===== src/fied_pkg.sv =====
package fied_pkg;

  localparam int DEPTH_DEF = 16;

  localparam int VAL_W = 32;
  localparam int POS_W = 4;
  localparam int OCC_W = 5;

  typedef enum logic [1:0] {
    OP_PUSH = 2'd0,
    OP_POP  = 2'd1,
    OP_EDIT = 2'd2,
    OP_DEL  = 2'd3
  } func_t;

  typedef enum logic [1:0] {
    ST_OK     = 2'd0,
    ST_EMPTY  = 2'd1,
    ST_FULL   = 2'd2,
    ST_BADPOS = 2'd3
  } status_t;

  typedef struct packed {
    func_t                    func;
    logic signed [VAL_W-1:0]  item_value;
    logic        [POS_W-1:0]  position;
  } in_req_t;

  typedef struct packed {
    logic signed [VAL_W-1:0]  read_value;
    status_t                  status;
    logic        [OCC_W-1:0]  occupancy;
  } out_rsp_t;

  // which operation actually takes effect
  typedef struct packed {
    logic push;
    logic pop;
    logic edit;
    logic del;
  } op_go_t;

  // per-cell control
  typedef struct packed {
    logic load;
    logic shift;
  } cell_ctl_t;

endpackage


===== src/fied_cell.sv =====
module fied_cell
  import fied_pkg::*;
(
  input  logic                    clk,
  input  cell_ctl_t               ctl,
  input  logic signed [VAL_W-1:0] load_value,
  input  logic signed [VAL_W-1:0] right_value,
  output logic signed [VAL_W-1:0] value
);

  logic signed [VAL_W-1:0] value_r;
  logic signed [VAL_W-1:0] value_nxt;

  always_comb begin
    value_nxt = value_r;
    if (ctl.load) begin
      value_nxt = load_value;
    end else if (ctl.shift) begin
      value_nxt = right_value;
    end
  end

  always_ff @(posedge clk) begin
    value_r <= value_nxt;
  end

  assign value = value_r;

endmodule


===== src/fied_ctrl.sv =====
module fied_ctrl
  import fied_pkg::*;
(
  input  func_t                           func,
  input  logic [POS_W-1:0]                position,
  input  logic [$clog2(DEPTH_DEF+1)-1:0]  count,
  output status_t                         status,
  output op_go_t                          go
);

  localparam int CW   = $clog2(DEPTH_DEF + 1);
  localparam int CMPW = (CW > POS_W) ? CW : POS_W;

  logic [CMPW-1:0] pos_x;
  logic [CMPW-1:0] cnt_x;
  logic            empty;
  logic            full;
  logic            bad_pos;

  assign pos_x   = CMPW'(position);
  assign cnt_x   = CMPW'(count);
  assign empty   = (count == '0);
  assign full    = (count == CW'(DEPTH_DEF));
  assign bad_pos = (pos_x >= cnt_x);

  // empty check wins over position check
  always_comb begin
    status = ST_OK;
    go     = '0;
    unique case (func)
      OP_PUSH: begin
        if (full) status = ST_FULL;
        else      go.push = 1'b1;
      end
      OP_POP: begin
        if (empty) status = ST_EMPTY;
        else       go.pop = 1'b1;
      end
      OP_EDIT: begin
        if (empty)        status = ST_EMPTY;
        else if (bad_pos) status = ST_BADPOS;
        else              go.edit = 1'b1;
      end
      OP_DEL: begin
        if (empty)        status = ST_EMPTY;
        else if (bad_pos) status = ST_BADPOS;
        else              go.del = 1'b1;
      end
      default: status = ST_OK;
    endcase
  end

endmodule


===== src/fifo_with_indexed_edit_delete.sv =====
// Ordered queue with push, pop, indexed edit and indexed delete.
// The result is registered and is valid in the cycle after the request is accepted.
// Throughput: one request per cycle while in_stall is low; every cell updates in
//   parallel, so even a delete takes no longer than any other request.
// Reset (rst_n low, synchronous): occupancy and result valid clear; cell
//   contents are left as they are and are only read below the occupancy.
module fifo_with_indexed_edit_delete
  import fied_pkg::*;
(
  input  logic     clk,
  input  logic     rst_n,
  input  logic     in_valid,
  output logic     in_stall,
  input  in_req_t  in_req,
  output logic     out_valid,
  input  logic     out_stall,
  output out_rsp_t out_rsp
);

  // depth is tied to the 4-bit position and 5-bit occupancy fields
  localparam int DEPTH = DEPTH_DEF;
  localparam int CW    = $clog2(DEPTH + 1);
  localparam int CMPW  = (CW > POS_W) ? CW : POS_W;

  // occupancy
  logic [CW-1:0] count_r;
  logic [CW-1:0] count_nxt;

  // result register
  logic     out_valid_r;
  logic     out_valid_nxt;
  out_rsp_t out_rsp_r;
  out_rsp_t out_rsp_nxt;

  logic    accept;
  status_t status;
  op_go_t  go;

  logic signed [VAL_W-1:0] cell_value [DEPTH];
  cell_ctl_t               cell_ctl   [DEPTH];
  logic        [CMPW-1:0]  pos_x;

  // A new request is taken whenever the result slot is free or draining.
  assign in_stall = out_valid_r && out_stall;
  assign accept   = in_valid && !in_stall;
  assign pos_x    = CMPW'(in_req.position);

  fied_ctrl u_ctrl (
    .func     (in_req.func),
    .position (in_req.position),
    .count    (count_r),
    .status   (status),
    .go       (go)
  );

  // Cell row: cell 0 is the front. Pop shifts every cell left by one,
  // delete shifts the cells at and above the position. Push loads the
  // cell at the rear, edit loads the cell at the position. Cells beyond
  // the occupancy may pick up stale data; they are never read.
  for (genvar i = 0; i < DEPTH; i++) begin : g_cell
    logic signed [VAL_W-1:0] right_value;

    if (i == DEPTH - 1) begin : g_last
      assign right_value = cell_value[i];
    end else begin : g_mid
      assign right_value = cell_value[i+1];
    end

    assign cell_ctl[i].load  = accept && ((go.push && (count_r == CW'(i))) ||
                                          (go.edit && (pos_x == CMPW'(i))));
    assign cell_ctl[i].shift = accept && (go.pop || (go.del && (CMPW'(i) >= pos_x)));

    fied_cell u_cell (
      .clk         (clk),
      .ctl         (cell_ctl[i]),
      .load_value  (in_req.item_value),
      .right_value (right_value),
      .value       (cell_value[i])
    );
  end

  always_comb begin
    count_nxt = count_r;
    if (accept) begin
      if (go.push)               count_nxt = count_r + CW'(1);
      else if (go.pop || go.del) count_nxt = count_r - CW'(1);
    end
  end

  always_comb begin
    out_valid_nxt = out_valid_r && out_stall;
    out_rsp_nxt   = out_rsp_r;
    if (accept) begin
      out_valid_nxt          = 1'b1;
      out_rsp_nxt.read_value = go.pop ? cell_value[0] : '0;
      out_rsp_nxt.status     = status;
      out_rsp_nxt.occupancy  = OCC_W'(count_nxt);
    end
  end

  always_ff @(posedge clk) begin
    if (!rst_n) begin
      count_r     <= '0;
      out_valid_r <= 1'b0;
    end else begin
      count_r     <= count_nxt;
      out_valid_r <= out_valid_nxt;
    end
  end

  // payload needs no reset
  always_ff @(posedge clk) begin
    out_rsp_r <= out_rsp_nxt;
  end

  assign out_valid = out_valid_r;
  assign out_rsp   = out_rsp_r;

endmodule


===== config.mk =====
export PLATFORM = sky130hd
export DESIGN_NAME = fifo_with_indexed_edit_delete
export DESIGN_NICKNAME = d
export VERILOG_FILES = /design/src/fied_pkg.sv /design/src/fied_cell.sv /design/src/fied_ctrl.sv /design/src/fifo_with_indexed_edit_delete.sv
export SDC_FILE = /design/constraint.sdc
export NUM_CORES = 1
export LEC_CHECK = 0
export BUFFER_PORTS_ARGS = -buffer_cell sky130_fd_sc_hd__buf_2
export CORE_ASPECT_RATIO = 0.5
export CORE_MARGIN = 2
export CORE_UTILIZATION = 61
export DETAILED_ROUTE_END_ITERATION = 7
export PLACE_DENSITY_LB_ADDON = 0.15
export SYNTH_ARGS = -nofsm -noshare
export SYNTH_HDL_FRONTEND = slang
export SYNTH_HIERARCHICAL = 1
export SYNTH_SLANG_ARGS = --single-unit
export TNS_END_PERCENT = 10

===== constraint.sdc =====
create_clock -name clk -period 4.9 [get_ports clk]
set_clock_uncertainty 0.05 [all_clocks]
set_input_delay 1.47 -clock clk [delete_from_list [all_inputs] [get_ports clk]]
set_output_delay 1.47 -clock clk [all_outputs]
set_load 0.02 [all_outputs]

==> results of run 1 <==
[power by group through the flow]
stage               Combinational (W)  Clock (W)  Sequential, W
floorplan                    0.000488          0        0.00567
global placement             0.000765          0        0.00564
detailed placement           0.000791          0        0.00565
CTS                          0.000795    0.00373        0.00555
global route                 0.000849    0.00391        0.00556
finish                       0.000791    0.00364        0.00555
[cell families (layout without fill, tap and decap cells)]
logic type               Yosys count  after routing  synth area share
flip-flops                       557            557            0.6245
XOR/XNOR                           4              4          0.001313
AND/OR/NAND/NOR                  134            134           0.02865
AO/OA/AOI/OAI                     42             42           0.01107
multiplexers                     515            515            0.2824
buffers and inverters             92            243           0.04731
adder cells (fa/ha/maj)           10             10          0.004689
[cells in the mapped netlist, types with 3 or more instances]
cell / number / share of area
edfxtp_1: 551 / 0.62
mux2_4: 464 / 0.26
buf_12: 48 / 0.036
mux2_2: 48 / 0.020
and2_1: 41 / 0.0096
nor2_1: 30 / 0.0042
buf_6: 18 / 0.0076
or2_1: 16 / 0.0038
inv_1: 12 / 0.0017
a21oi_1: 11 / 0.0021
ha_1: 10 / 0.0047
nand3_1: 10 / 0.0019
nor2b_1: 10 / 0.0023
clkbuf_1: 9 / 0.0013
nand2_1: 8 / 0.0011
a22oi_1: 6 / 0.0017
a32oi_1: 6 / 0.0020
dfxtp_1: 6 / 0.0045
o21ai_1: 4 / 0.00075
buf_1: 3 / 0.00042
mux2i_1: 3 / 0.0011
nor3_1: 3 / 0.00056
o21a_1: 3 / 0.00084
xor2_1: 3 / 0.00098
[final timing paths]
path	start	end	slack, ns
setup / recovery	in_req[2]	g_cell[1].u_cell/value[31]	0.82
setup reg to reg	count_r[2]	g_cell[1].u_cell/value[31]	1.24
hold reg to reg	g_cell[0].u_cell/value[6]	out_rsp[13]	0.47
hold / removal	g_cell[0].u_cell/value[6]	out_rsp[13]	0.47
[state kept, by name (all words and copies together) (netlist names)]
signal               cells
count_r                  5
out_valid                1
g_cell.u_cell/value    512
out_rsp                 39
[stage by stage]
step	hold slack (ns)	utilization	std cells	setup slack, ns	power, W
floorplan	0.4526	-	1354	0.2322	0.006155
global placement	0.4578	0.6353	2005	0.3195	0.006405
detailed placement	0.4591	0.6353	2005	0.3557	0.006442
CTS	0.4733	0.6694	2093	0.9313	0.01008
global route	0.4987	0.6694	2093	0.6554	0.01032
finish	0.4730	0.6694	2093	0.8208	0.009982
[layout by cell type, fill, tap and decap left out, types with 2 or more instances in the layout]
cell,netlist,layout
edfxtp_1,551,551
nor3_1,3,3
and2_1,41,41
and3_1,2,2
xor2_1,3,3
a21oi_1,11,7
inv_1,12,12
nand2b_1,2,2
a32oi_1,6,6
o21a_1,3,3
nand2_1,8,8
clkbuf_1,9,15
mux2_4,464,464
nor2_4,0,12
ha_1,10,10
nand4_1,2,2
and2_2,2,2
bufinv_16,0,2
buf_2,1,82
clkinv_2,0,6
dfxtp_1,6,6
clkinv_1,0,11
clkinvlp_4,0,2
clkbuf_16,0,50
mux2i_1,3,3
nand3_1,10,10
buf_12,48,28
mux2_2,48,48
buf_4,0,32
o31ai_1,2,2
o21ai_1,4,4
or2_1,16,16
a22oi_1,6,6
nor2_1,30,18
nor2b_1,10,10
a21oi_4,0,4
[cell type report]
cell class / instances / area share
clock inverters: 23 / 0.005903
multi-input cells: 705 / 0.3064
repair buffers: 142 / 0.04171
clock buffers: 65 / 0.04503
inverters: 13 / 0.001680
well taps: 588 / 0.02534
flip-flops and latches: 557 / 0.5739
[per-layer routing]
layer | vias to the layer above | global-route usage | routed length [um]
li1 | 5447 | - | -
met5 | - | 0 | 0
met2 | 254 | 0.3299 | 21460
met4 | 0 | 0.04714 | 819
met3 | 75 | 0.04705 | 2615
met1 | 6257 | 0.2800 | 20900
==> results.json, run 1 <==
{
  "outcome": "finished clean",
  "crit_slowest_cell": "buf_4",
  "post_drt_wl_per_cell_um": 21.88,
  "die_h_um": 151.9,
  "p_leak_nw": 10.40,
  "num_vias": 12030,
  "grt_max_degree": 34,
  "synth_area_sq_mm": 0.02669,
  "ys_ff_latch": 557,
  "synth_top_flop_cell": "edfxtp_1",
  "vdd.ir_drop.worst_mv": 0.2844,
  "cts_setup_buffers": 0,
  "dr.pass1.iters": 6,
  "hold_depth": 1,
  "clk_latency_ns": 0.57,
  "post_cts_resized": 0,
  "hpwl_um": 29940,
  "arrival_ns": 4.26,
  "crit_buf_inv": 3,
  "initial_core_util": 0.6152,
  "finalWirelength_um": 45800,
  "postRouteAntennaNets": 0,
  "drv_slew": 0,
  "antenna_found_initial": 0,
  "netSwitchingFraction": 0.2166,
  "crit_chain": "buf_2 > ha_1 > a211oi_1 > o22ai_1 > nor4b_2 > buf_4 > nor3b_1 > a22oi_1 > nor2_4 > or2_1 > buf_4",
  "htree_levels": 2,
  "hold_viol_final": 0,
  "rr_worst_depth": 11,
  "core_sq_mm": 0.04338,
  "powerDensity_mw_per_mm2": 343.7,
  "synthArstFlopShare": 0,
  "grt_usage": 0.2029,
  "slew_headroom": 0.6011,
  "power.switching_w": 0.002162,
  "min_period_over_period": 0.8325,
  "start_kind": "input port",
  "post-route-min-period_ns": 4.079,
  "clockBufferDepth": 3,
  "internal_power_w": 0.007820,
  "rsz0062_at_grt": "false",
  "grt_pass1_vias": 12780,
  "portBuffers": 82,
  "ctsHoldBuffers": 0,
  "clock_tree.root_cell": "clkbuf_16",
  "ys_seq_area_frac": 0.6245,
  "crit_path_frequent_cell": "buf_4",
  "design_area_sq_mm": 0.02904,
  "fillers": 2868,
  "drc_errors": 0,
  "synth_warnings": 6,
  "fmax_ghz": 0.2451,
  "worst_ep_required_time_ns": 5.08,
  "fin_setup_tns_ns": 0,
  "p_comb_frac": 0.079,
  "cts_tree": "yes",
  "seqCellArea_sq_mm": 0.01667,
  "first_iter_violations": 900,
  "p_seq_frac": 0.556,
  "worstSetupPathDepth": 11,
  "synth_cell_types": 49,
  "synthCells": 1354,
  "syn_avg_cell_area_sq_um": 19.71,
  "numCtsBuffers": 49,
  "syn_to_final_growth_pct": 8.815,
  "clock_power_share": 0.365,
  "cpPeakStageDelay_ns": 0.36,
  "crit_fanout": 23,
  "numClockSinks": 557,
  "dpl_cell_area_sq_mm": 0.02756,
  "globalplace.congestion": 0.8431,
  "worst_pin_slew_ns": 0.5983,
  "final_nets": 1520,
  "cap_violations": 0,
  "dieArea_sq_mm": 0.04554,
  "grt_overflow": 0,
  "postSynthNetCount": 1406,
  "finalSetupViolCount": 0,
  "multi_input_area_sq_mm": 0.008897,
  "cp-end-kind": "register",
  "grt_pass1_wl_um": 72010,
  "critPathTopFamily": "simple AND/OR/NAND/NOR gates",
  "path_class": "input port to register",
  "hold_class": "register to register",
  "clk_pin_slew_worst_paths_ns": 0.06,
  "row_count": 54,
  "drive_above_1_share": 0.4930,
  "num_antenna_cells": 0,
  "ios": 83,
  "routed_via_density": 5.749,
  "synth_edf_count": 551,
  "die_x_um": 299.8
}
No activity file was read; power rests on OpenSTA's default activity.
==> run 2, diff against run 1 <==
CORE_UTILIZATION = 57   (was 61)
clock period = 3.53 ns   (was 4.9 ns; I/O delays follow)
==> results.json, run 2 (synthesis results as in run 1) <==
{
  "outcome": "finished clean",
  "dr.pass1.iters": 5,
  "grt_usage": 0.1933,
  "ios": 83,
  "postRouteAntennaNets": 0,
  "post-route-min-period_ns": 3.355,
  "drv_slew": 0,
  "p_leak_nw": 10.79,
  "p_seq_frac": 0.548,
  "vdd.ir_drop.worst_mv": 0.3348,
  "antenna_found_initial": 0,
  "mostFrequentLayoutCells": "edfxtp_1 (551), mux2_4 (464), buf_2 (82)",
  "start_kind": "input port",
  "slew_headroom": 0.6305,
  "num_vias": 12100,
  "placedCellCount": 2099,
  "portBuffers": 82,
  "grt_pass1_wl_um": 72880,
  "crit_fanout": 32,
  "row_count": 55,
  "hold_class": "register to register",
  "numClockSinks": 557,
  "wl_met1_um": 20560,
  "numCtsBuffers": 48,
  "num_antenna_cells": 0,
  "internal_power_w": 0.01101,
  "hold_viol_final": 0,
  "worst_pin_slew_ns": 0.5542,
  "first_iter_violations": 939,
  "grt_pass1_vias": 13030,
  "finalWirelength_um": 46600,
  "dpl_worst_slack_ns": -0.3054,
  "ctsHoldBuffers": 0,
  "clock_power_share": 0.367,
  "min_period_over_period": 0.9505,
  "power.switching_w": 0.003008,
  "core_sq_mm": 0.04569,
  "cap_violations": 0,
  "htree_levels": 2,
  "dpl_cell_area_sq_mm": 0.02840,
  "cp-end-kind": "register",
  "syn_to_final_growth_pct": 12.02,
  "dieArea_sq_mm": 0.04867,
  "clk_pin_slew_worst_paths_ns": 0.07,
  "route.met2.wl_um": 22210,
  "arrival_ns": 3.50,
  "fin_setup_tns_ns": 0,
  "post_drt_wl_per_cell_um": 21.34,
  "rsz0062_at_grt": "false",
  "fmax_ghz": 0.2980,
  "clockBufferDepth": 3,
  "grt_max_degree": 42,
  "cts_setup_buffers": 0,
  "worst_ep_required_time_ns": 3.68,
  "clk_latency_ns": 0.57,
  "finalSetupViolCount": 0,
  "powerDensity_mw_per_mm2": 468.8,
  "drc_errors": 0,
  "drive_above_1_share": 0.5257,
  "route.met3.wl_um": 3193,
  "p_comb_frac": 0.085,
  "fin_ws_ns": 0.1748,
  "final_nets": 1574,
  "globalplace.congestion": 0.8420,
  "grt_overflow": 0,
  "design_area_sq_mm": 0.02989,
  "routed.top_layer": "met4",
  "die_h_um": 157,
  "initial_core_util": 0.5840,
  "largest_reg_flops": 512,
  "die_x_um": 310.0,
  "hpwl_um": 32120,
  "stdcell_count": 2183,
  "netSwitchingFraction": 0.2146,
  "routed_via_density": 5.542,
  "post_cts_resized": 0,
  "final_common_cell": "edfxtp_1",
  "cts_tree": "yes",
  "clock_tree.root_cell": "clkbuf_16",
  "path_class": "input port to register"
}
-- run 2: power groups by stage --
stage	logic [W]	clock network [W]	registers, W
2_1_floorplan	0.000699	0	0.00786
3_3_place_gp	0.00115	0	0.00782
3_5_place_dp	0.00119	0	0.00783
4_1_cts	0.00120	0.00528	0.00769
5_1_grt	0.00128	0.00554	0.00771
6_report	0.00119	0.00514	0.00769
-- run 2: per-layer routing --
layer | vias to the layer above | track usage
met5 | - | 0
met4 | 0 | 0.03796
met3 | 64 | 0.04443
met2 | 270 | 0.3258
met1 | 6219 | 0.2595
li1 | 5545 | -
-- run 2: cell type report --
| class | count | area (sq um) |
|---|---|---|
| sequential | 557 | 16670 |
| fill | 3133 | 15800 |
| multi-input combinational | 705 | 8977 |
| timing repair buffer | 197 | 1924 |
| clock buffer | 63 | 1279 |
| tap | 627 | 784.5 |
| clock inverter | 21 | 214.0 |
| inverter | 13 | 48.80 |
-- run 2: per-stage QoR --
stage	hold WS, ns	power [W]	utilization
6_report	0.4772	0.01402	0.6542
5_1_grt	0.4949	0.01452	0.6542
3_5_place_dp	0.4622	0.009024	0.6216
2_1_floorplan	0.4526	0.008558	-
4_1_cts	0.4759	0.01417	0.6542
3_3_place_gp	0.4555	0.008972	0.6216
-- run 2: critical path, stage by stage --
cell	delay, ns
buf_2	0.12
ha_4	0.22
a211oi_2	0.26
o22ai_2	0.16
nor4b_4	0.36
nor3b_2	0.32
nand3_1	0.17
a21oi_4	0.28
or2_4	0.51
-- run 2: final timing paths --
kind                             startpoint                    endpoint  slack, ns  cells after the start
setup reg to reg                 count_r[2]  g_cell[7].u_cell/value[10]       0.34                      9
hold / removal    g_cell[0].u_cell/value[2]                  out_rsp[9]       0.48                      1
hold reg to reg   g_cell[0].u_cell/value[2]                  out_rsp[9]       0.48                      1
setup / recovery                  in_req[2]  g_cell[7].u_cell/value[10]       0.17                      9
==> run 3, diff against run 2 <==
ABC_AREA = 1   (was not set)
CORE_ASPECT_RATIO = 2   (was 0.5)
CORE_UTILIZATION = 56   (was 57)
==> results.json, run 3 <==
{
  "outcome": "finished clean",
  "synth_cell_types": 40,
  "crit_slowest_cell": "dfxtp_1",
  "synthCells": 2519,
  "initial_core_util": 0.5671,
  "cts_setup_buffers": 0,
  "core_sq_mm": 0.04432,
  "grt_pass1_wl_um": 78800,
  "grt_usage": 0.2046,
  "crit_chain": "inv_1 > ha_1 > nand2_1 > inv_1 > nand3_1 > nand3_2 > nor2_1 > inv_1 > nand2_8 > inv_6 > nor2_8 > o21ai_4 > a21oi_1 > or2_2 > buf_12",
  "numCtsBuffers": 48,
  "portBuffers": 82,
  "grt_pass1_vias": 16610,
  "synth_area_sq_mm": 0.02514,
  "routed_via_density": 5.046,
  "p_leak_nw": 11.94,
  "worstSetupStartpoint": "count_r[2]",
  "r2r_start": "count_r[2]",
  "hold_viol_final": 0,
  "post_drt_wl_per_cell_um": 14.85,
  "row_count": 109,
  "worst_pin_slew_ns": 0.5870,
  "arrival_ns": 3.31,
  "cap_violations": 0,
  "design_area_sq_mm": 0.02754,
  "hold_class": "register to register",
  "drc_errors": 0,
  "critPathTopFamily": "simple AND/OR/NAND/NOR gates",
  "synth_top_cell_area_share": 0.6583,
  "cp-end-kind": "register",
  "dieArea_sq_mm": 0.04670,
  "die_h_um": 303.6,
  "postSynthNetCount": 2571,
  "postRouteAntennaNets": 0,
  "finalSetupViolCount": 0,
  "powerDensity_mw_per_mm2": 511.1,
  "syn_to_final_growth_pct": 9.572,
  "reg2reg_slack_ns": 0.43,
  "crit_path_frequent_cell": "inv_1",
  "htree_levels": 2,
  "ios": 83,
  "yosysMostFrequentCell": "nand2_1",
  "slew_headroom": 0.6086,
  "fin_setup_tns_ns": 0,
  "ys_top_cells_by_area": "edfxtp_1 (66%), nand2_1 (24%), buf_6 (3.0%)",
  "synth_common_cells": "nand2_1 (1611), edfxtp_1 (551), inv_1 (74)",
  "cpPeakStageDelay_ns": 0.58,
  "largest_reg_flops": 512,
  "post_cts_resized": 0,
  "yosys.area.top_type": "edfxtp_1",
  "p_total_w": 0.01408,
  "hpwl_um": 33960,
  "syn_avg_cell_area_sq_um": 9.978,
  "numClockSinks": 557,
  "synth_warnings": 6,
  "cts_tree": "yes",
  "min_period_over_period": 0.8776,
  "worstSetupPathDepth": 15,
  "grt_overflow": 0,
  "ys_ff_latch": 557,
  "final_common_cell": "nand2_1",
  "globalplace.congestion": 0.8548,
  "start_kind": "register",
  "worst_ep_required_time_ns": 3.74,
  "mostFrequentLayoutCells": "nand2_1 (1611), edfxtp_1 (551), buf_2 (82)",
  "die_x_um": 153.8,
  "num_vias": 16090,
  "clk_pin_slew_worst_paths_ns": 0.07,
  "crit_buf_inv": 5,
  "dpl_cell_area_sq_mm": 0.02586,
  "ctsHoldBuffers": 0,
  "finalWirelength_um": 47340,
  "final_nets": 2644,
  "drive_above_1_share": 0.1071,
  "synth_top_flop_cell": "edfxtp_1",
  "rr_worst_depth": 15,
  "critPathCapture": "g_cell[1].u_cell/value[14]",
  "clk_latency_ns": 0.56,
  "clock_tree.root_cell": "clkbuf_16",
  "drv_slew": 0,
  "rsz0062_at_grt": "false",
  "clockBufferDepth": 3,
  "ys_seq_area_frac": 0.6630,
  "stdcell_count": 3188,
  "path_class": "register to register",
  "antenna_found_initial": 1,
  "synthArstFlopShare": 0,
  "synth_edf_count": 551,
  "post-route-min-period_ns": 3.098,
  "dr.pass1.iters": 5,
  "first_iter_violations": 791,
  "rr_endpoint": "g_cell[1].u_cell/value[14]",
  "grt_max_degree": 42,
  "crit_fanout": 32,
  "placedCellCount": 3097,
  "vdd.ir_drop.worst_mv": 0.4253,
  "fmax_ghz": 0.3228
}
==> run 3: cells by family (layout without fill, tap and decap cells) <==
family	count (synthesis)	in the layout	synth area share
AND/OR/NAND/NOR	1694	1694	0.2598
adder cells (fa/ha/maj)	10	10	0.004978
XOR/XNOR	3	3	0.001046
buffers and inverters	217	330	0.06173
flip-flops	557	557	0.6630
other	0	1	0
AO/OA/AOI/OAI	38	38	0.009409
==> run 3: worst min-delay path, cell delays in order, from the launching register on <==
cell,delay [ns]
edfxtp_1,0.32
nand2_1,0.05
nand2_1,0.05
==> run 3: worst min path at each step <==
stage	from	endpoint	slack, ns	depth (start not counted)
floorplan	g_cell[0].u_cell/value[3]	out_rsp[10]	0.43	2
global placement	g_cell[0].u_cell/value[21]	out_rsp[28]	0.43	2
detailed placement	g_cell[0].u_cell/value[5]	out_rsp[12]	0.44	2
CTS	g_cell[0].u_cell/value[5]	out_rsp[12]	0.45	2
global route	g_cell[9].u_cell/value[2]	g_cell[8].u_cell/value[2]	0.46	2
finish	g_cell[9].u_cell/value[2]	g_cell[8].u_cell/value[2]	0.45	2
==> run 3: layout make-up <==
class	count	area, sq um
Antenna cell	1	2.502
Clock buffer	57	1277
Clock inverter	33	396.6
Fill cell	3455	16780
Inverter	95	411.6
Multi-Input combinational cell	1745	6972
Sequential cell	557	16670
Tap cell	555	694.4
Timing Repair Buffer	145	1121
==> run 3: report_power, final <==
| part | internal [W] | switching [W] |
|---|---|---|
| sequential | 0.00755 | 0.0000728 |
| clock | 0.00325 | 0.00233 |
| combinational | 0.000248 | 0.000627 |
| total | 0.0110 | 0.00303 |
==> run 3: through the flow <==
| step | worst slack (ns) | hold slack (ns) | util |
|---|---|---|---|
| CTS | 0.4917 | 0.4545 | 0.6213 |
| finish | 0.4322 | 0.4485 | 0.6214 |
| detailed placement | 0.05287 | 0.4397 | 0.5835 |
| global route | 0.2561 | 0.4647 | 0.6214 |
| floorplan | 0.1094 | 0.4314 | - |
| global placement | 0.1089 | 0.4329 | 0.5835 |
==> run 3: metal layers <==
metal / wire length [um] / vias to the layer above / track usage
li1: - / 8195 / -
met1: 17040 / 7538 / 0.2022
met2: 27660 / 283 / 0.4299
met3: 1589 / 70 / 0.02465
met4: 1051 / 0 / 0.05847
met5: 0 / - / 0
